### config.mk
export PLATFORM = sky130hd
export DESIGN_NAME = tritab_cell
export DESIGN_NICKNAME = d
export VERILOG_FILES = /design/src/rtl/tritab_pkg.sv /design/src/rtl/tritab_cell.sv
export SDC_FILE = /design/constraint.sdc
export NUM_CORES = 1
export LEC_CHECK = 0
export BUFFER_PORTS_ARGS = -buffer_cell sky130_fd_sc_hd__buf_4
export CORE_MARGIN = 3
export CORE_UTILIZATION = 38
export DETAILED_ROUTE_END_ITERATION = 7
export PLACE_DENSITY = 0.71
export SYNTH_ARGS = -nofsm -noshare
export SYNTH_HDL_FRONTEND = slang
export SYNTH_SLANG_ARGS = --single-unit
### constraint.sdc
create_clock -name clk -period 2.4 [get_ports clk]
set_input_delay 0.12 -clock clk [delete_from_list [all_inputs] [get_ports clk]]
set_output_delay 0.12 -clock clk [all_outputs]
set_load 0.01 [all_outputs]
### src/rtl/tritab_pkg.sv
// Shared constants, codes and types of the triangle index table search block.
`timescale 1ns / 1ps

package tritab_pkg;

    // Default sizes handed to the top level.
    localparam int DEPTH_DEF     = 256;
    localparam int NODE_BITS_DEF = 16;

    // Fixed field widths on the stream ports.
    localparam int NODE_IN_W = 16;
    localparam int SLOT_W    = 8;
    localparam int STATUS_W  = 2;
    localparam int USED_W    = 9;
    localparam int IN_DATA_W  = 48;
    localparam int OUT_DATA_W = 24;

    typedef enum logic {
        CMD_INSERT = 1'b0,
        CMD_FIND   = 1'b1
    } command_t;

    typedef enum logic [STATUS_W-1:0] {
        STS_OK        = 2'd0,
        STS_NOT_FOUND = 2'd1,
        STS_FULL      = 2'd2
    } status_t;

    typedef enum logic [1:0] {
        ST_IDLE,
        ST_SEARCH,
        ST_RESP
    } state_t;

endpackage

### src/rtl/tritab_cell.sv
// One cell of the search chain: holds one stored triangle and checks the passing query.
`timescale 1ns / 1ps

module tritab_cell #(
    parameter int NODE_BITS = tritab_pkg::NODE_BITS_DEF,
    parameter int SLOT_BITS = 8,
    parameter int CNT_BITS  = 9,
    parameter int IDX       = 0
) (
    input  logic                 clk,
    input  logic                 rst_n,
    input  logic                 wr_en,
    input  logic [SLOT_BITS-1:0] wr_idx,
    input  logic [NODE_BITS-1:0] wr_a,
    input  logic [NODE_BITS-1:0] wr_b,
    input  logic [NODE_BITS-1:0] wr_c,
    input  logic [CNT_BITS-1:0]  count,
    input  logic                 in_valid,
    input  logic                 in_found,
    input  logic [SLOT_BITS-1:0] in_slot,
    input  logic [NODE_BITS-1:0] in_a,
    input  logic [NODE_BITS-1:0] in_b,
    input  logic [NODE_BITS-1:0] in_c,
    output logic                 out_valid,
    output logic                 out_found,
    output logic [SLOT_BITS-1:0] out_slot,
    output logic [NODE_BITS-1:0] out_a,
    output logic [NODE_BITS-1:0] out_b,
    output logic [NODE_BITS-1:0] out_c
);

    logic [NODE_BITS-1:0] e0_reg;
    logic [NODE_BITS-1:0] e1_reg;
    logic [NODE_BITS-1:0] e2_reg;
    logic                 valid_reg;
    logic                 found_reg;
    logic                 found_next;
    logic [SLOT_BITS-1:0] slot_reg;
    logic [SLOT_BITS-1:0] slot_next;
    logic [NODE_BITS-1:0] a_reg;
    logic [NODE_BITS-1:0] b_reg;
    logic [NODE_BITS-1:0] c_reg;
    logic                 in_use;
    logic                 hit;

    // The entry holds x first and y, z behind it in either order.
    function automatic logic holds(input logic [NODE_BITS-1:0] x,
                                   input logic [NODE_BITS-1:0] y,
                                   input logic [NODE_BITS-1:0] z,
                                   input logic [NODE_BITS-1:0] e0,
                                   input logic [NODE_BITS-1:0] e1,
                                   input logic [NODE_BITS-1:0] e2);
        holds = (e0 == x) && (((e1 == y) && (e2 == z)) || ((e1 == z) && (e2 == y)));
    endfunction

    assign in_use = (count > CNT_BITS'(IDX));
    assign hit = in_use &&
                 (holds(in_a, in_b, in_c, e0_reg, e1_reg, e2_reg) ||
                  holds(in_c, in_a, in_b, e0_reg, e1_reg, e2_reg) ||
                  holds(in_b, in_c, in_a, e0_reg, e1_reg, e2_reg));

    always_comb
    begin
        found_next = in_found;
        slot_next  = in_slot;
        if (!in_found && hit)
        begin
            found_next = 1'b1;
            slot_next  = SLOT_BITS'(IDX);
        end
    end

    always_ff @(posedge clk)
    begin
        if (wr_en && (wr_idx == SLOT_BITS'(IDX)))
        begin
            e0_reg <= wr_a;
            e1_reg <= wr_b;
            e2_reg <= wr_c;
        end
    end

    always_ff @(posedge clk or negedge rst_n)
    begin
        if (!rst_n)
        begin
            valid_reg <= 1'b0;
        end
        else
        begin
            valid_reg <= in_valid;
        end
    end

    always_ff @(posedge clk)
    begin
        found_reg <= found_next;
        slot_reg  <= slot_next;
        a_reg     <= in_a;
        b_reg     <= in_b;
        c_reg     <= in_c;
    end

    assign out_valid = valid_reg;
    assign out_found = found_reg;
    assign out_slot  = slot_reg;
    assign out_a     = a_reg;
    assign out_b     = b_reg;
    assign out_c     = c_reg;

endmodule

==> results.rst <==
.. list-table::
   :header-rows: 1

   * - Metric
     - Value
   * - Fraction of final layout cells with drive strength greater than 1
     - 33.1%
   * - Half-perimeter wire length of the detailed placement result
     - 10.6 mm
   * - Net count after synthesis
     - 444
   * - Count of unique library cells instantiated by Yosys
     - 19
   * - Sum of routed wire length over all layers
     - 14.5 mm
   * - Max-cap viol count
     - 0
   * - Worst skew pair latency
     - 0.34 ns
   * - Min cycle time layout
     - 2.15 ns
   * - Average via count per standard cell
     - 4.71
   * - Number of violations reported at the end of detailed-routing iteration 0
     - 166
   * - Antenna cell count
     - 0
   * - Tightest Pin Transition
     - 0.528 ns
   * - Post-route clock period utilization
     - 89.8%
   * - Number of routed nets with antenna violations
     - 0
   * - Proportion of synthesized chip area in sequential cells
     - 59.9%
   * - Clock Pin Slew Worst Setup and Hold Paths
     - 0.06 ns
   * - Combined area of all synthesized cells
     - 4350 um^2
   * - Power per Cell Area
     - 554 nW/um^2
   * - Met2 Track Usage GR
     - 41.0%
   * - Portion of total power attributed to sequential cells
     - 48.9%
   * - Smallest setup slack after layout
     - 0.246 ns
   * - Final net count
     - 738
   * - Die Footprint
     - 12800 um^2
   * - Wire length of the first global-routing pass
     - 22.0 mm
   * - Vias in the first global route
     - 3964
   * - Arrival time reported for the critical path endpoint
     - 2.35 ns
   * - Slew HR
     - 64.6%
   * - Initial standard-cell utilization of the core
     - 39.4%
   * - Class of the tightest hold or removal check
     - input port to flip-flop
   * - Pleak
     - 2.79 nW
   * - Max rail drop VDD
     - 0.000320 V
   * - Total of flip-flops plus latches after synthesis
     - 106
   * - Max Fclk
     - 464 MHz
   * - Final Hold Fails
     - 0
   * - Total overflow reported by the global router
     - 0
   * - Global placement routability congestion
     - 0.867
   * - Top area cells in the synthesized netlist
     - edfxtp_1 33%, dfxtp_1 26%, xnor2_1 23%
   * - TritonCTS clock tree
     - built
   * - Number of warning messages in the yosys log
     - 0
   * - Buffer count from post-CTS setup fixing
     - 0
   * - Width of the die
     - 113 um
   * - Cell Int Power
     - 3.12 mW
   * - Syn Area/Cell
     - 13.7 um^2
   * - Maximum fanout along the worst path
     - 9
   * - Classification of the worst setup path
     - input port to flip-flop
   * - Final-report max-slew violation count
     - 0
   * - Maximum number of pins on one net before global-route repair
     - 49
   * - Boundary pin count
     - 184
   * - Switch share
     - 21.9%
   * - Area of all placed cells without fillers
     - 7220 um^2
   * - Number of levels in the clock H-tree
     - 3
   * - Area share of the largest cell type after synthesis
     - 33.1%
   * - Clock network power share
     - 35.4%
   * - Result of the run
     - complete, no violations
   * - Met3 usage
     - 4.22%
   * - Final cell utilization of the core
     - 65.5%
   * - Count of buffers inserted at the top-level ports
     - 183
   * - Initial antenna violation count
     - 0
   * - Net Sw Power
     - 0.875 mW
   * - Cell taking the most area after synthesis
     - edfxtp_1
   * - GRT met1 Usage
     - 28.6%
   * - Site Rows
     - 38
   * - Clock skew after layout
     - 0.00573 ns
   * - CORE AREA
     - 11000 um^2
   * - Aggregate global-route resource usage
     - 22.8%
   * - Count of vias placed by the detailed router
     - 3567
   * - Post-Syn Instances
     - 318
   * - Number of clock sinks seen by CTS
     - 106
   * - Growth of design area from synthesis to finish
     - 66.0%
   * - Worst slack, placed
     - 0.238 ns
   * - DP Area
     - 5950 um^2
   * - Nature of the critical path endpoint
     - flip-flop
   * - R2r setup slk
     - 0.25 ns
   * - Crit path required time
     - 2.60 ns
   * - Unrepaired setup endpoints after global routing
     - false
   * - Top Usage Layer GRT
     - met2
   * - Type of element launching the critical path
     - input port
   * - Setup Viol. Count Final
     - 0
   * - CTS buffer count
     - 9
   * - Comb pwr share
     - 15.7%
   * - Total design power
     - 4.00 mW
   * - Vertical die dimension
     - 113 um
   * - CTS Root Buffer Type
     - clkbuf_16
   * - Number of buffers on the longest clock path
     - 2
   * - Detail-routed net length per standard cell
     - 19.2 um
   * - First-pass detailed-route iteration total
     - 4
   * - Count of unresolved DRC violations after routing
     - 0
final timing paths:
path	start	endpoint	cells past startpoint
max	in_c[2]	out_slot[3]	8
min	in_slot[5]	out_slot[5]	2
max reg2reg	e2_reg[5]	out_slot[3]	6
min reg2reg	e0_reg[6]	out_slot[1]	6
max in group asynchronous	rst_n	out_valid	2
min in group asynchronous	rst_n	out_valid	2
cells in the final DEF, fill, tap and decap left out, drive strengths merged, types with 2 or more instances in the layout:
master       count
clkinv           3
a22oi            3
buf            184
edfxtp          48
nor3b            8
xor2            32
clkbuf          12
nor4            18
xnor2          112
dfxtp           57
nand4           30
dlygate4sd3     99
nor3             2
cells by family (layout without fill, tap and decap cells):
kind of cell	after synthesis	count (layout)	share of synthesized area, %
XOR/XNOR	144	144	29.0
AND/OR/NAND/NOR	62	62	9.69
flip-flops	106	106	59.9
buffers and inverters	1	300	0.0862
AO/OA/AOI/OAI	5	5	1.29
routing by layer:
metal	vias up	routed length, um
met5	-	0
met4	0	191
met3	14	857
met2	149	7510
met1	1687	5980
li1	1717	-
layout make-up:
type,instances,area (um^2)
Tap cell,140,175
Multi-Input combinational cell,211,1770
Inverter,1,3.75
Sequential cell,106,2610
Timing Repair Buffer,283,2380
Clock buffer,12,236
Clock inverter,4,43.8
Fill cell,801,3810
cell usage after synthesis:
master / number
or3_1: 1
xor2_1: 32
nand2_1: 1
nor3_1: 1
nor3b_1: 8
nand4_1: 30
nor3_2: 1
xnor2_1: 112
dfrtp_1: 1
edfxtp_1: 48
nand3b_1: 1
inv_1: 1
nor2_1: 1
o32ai_4: 1
nor4_2: 4
a22oi_1: 3
a31oi_1: 1
nor4_1: 14
dfxtp_1: 57
power by group through the flow:
stage / Combinational, mW / Sequential, mW / Clock [mW]
2_1_floorplan: 0.122 / 2.02 / 0
3_3_place_gp: 0.491 / 1.99 / 0
3_5_place_dp: 0.491 / 1.99 / 0
4_1_cts: 0.623 / 1.95 / 1.44
5_1_grt: 0.667 / 1.96 / 1.52
6_report: 0.627 / 1.96 / 1.42
metrics by stage:
stage	hold WS, ns	instances	setup TNS, ns
after floorplan	-0.176	318	-3.48
after global placement	-0.104	642	0
after detailed placement	-0.103	642	0
after CTS	0.0441	757	0
after global routing	0.0489	757	0
final	0.0550	757	0
worst max-delay path, stage by stage:
cell and delay [ns]:
dlygate4sd3_1 0.54, buf_4 0.16, xnor2_1 0.24, nand4_1 0.19, nor4_2 0.35, a22oi_1 0.18
o32ai_4 0.45, nor3b_1 0.12
what timing repair did:
action / in CTS / in global routing
hold buffers: 99 / 0
resized for setup: 0 / 0
endpoints found under the hold margin: 99 / 0
(Power assumes the default switching activity.)
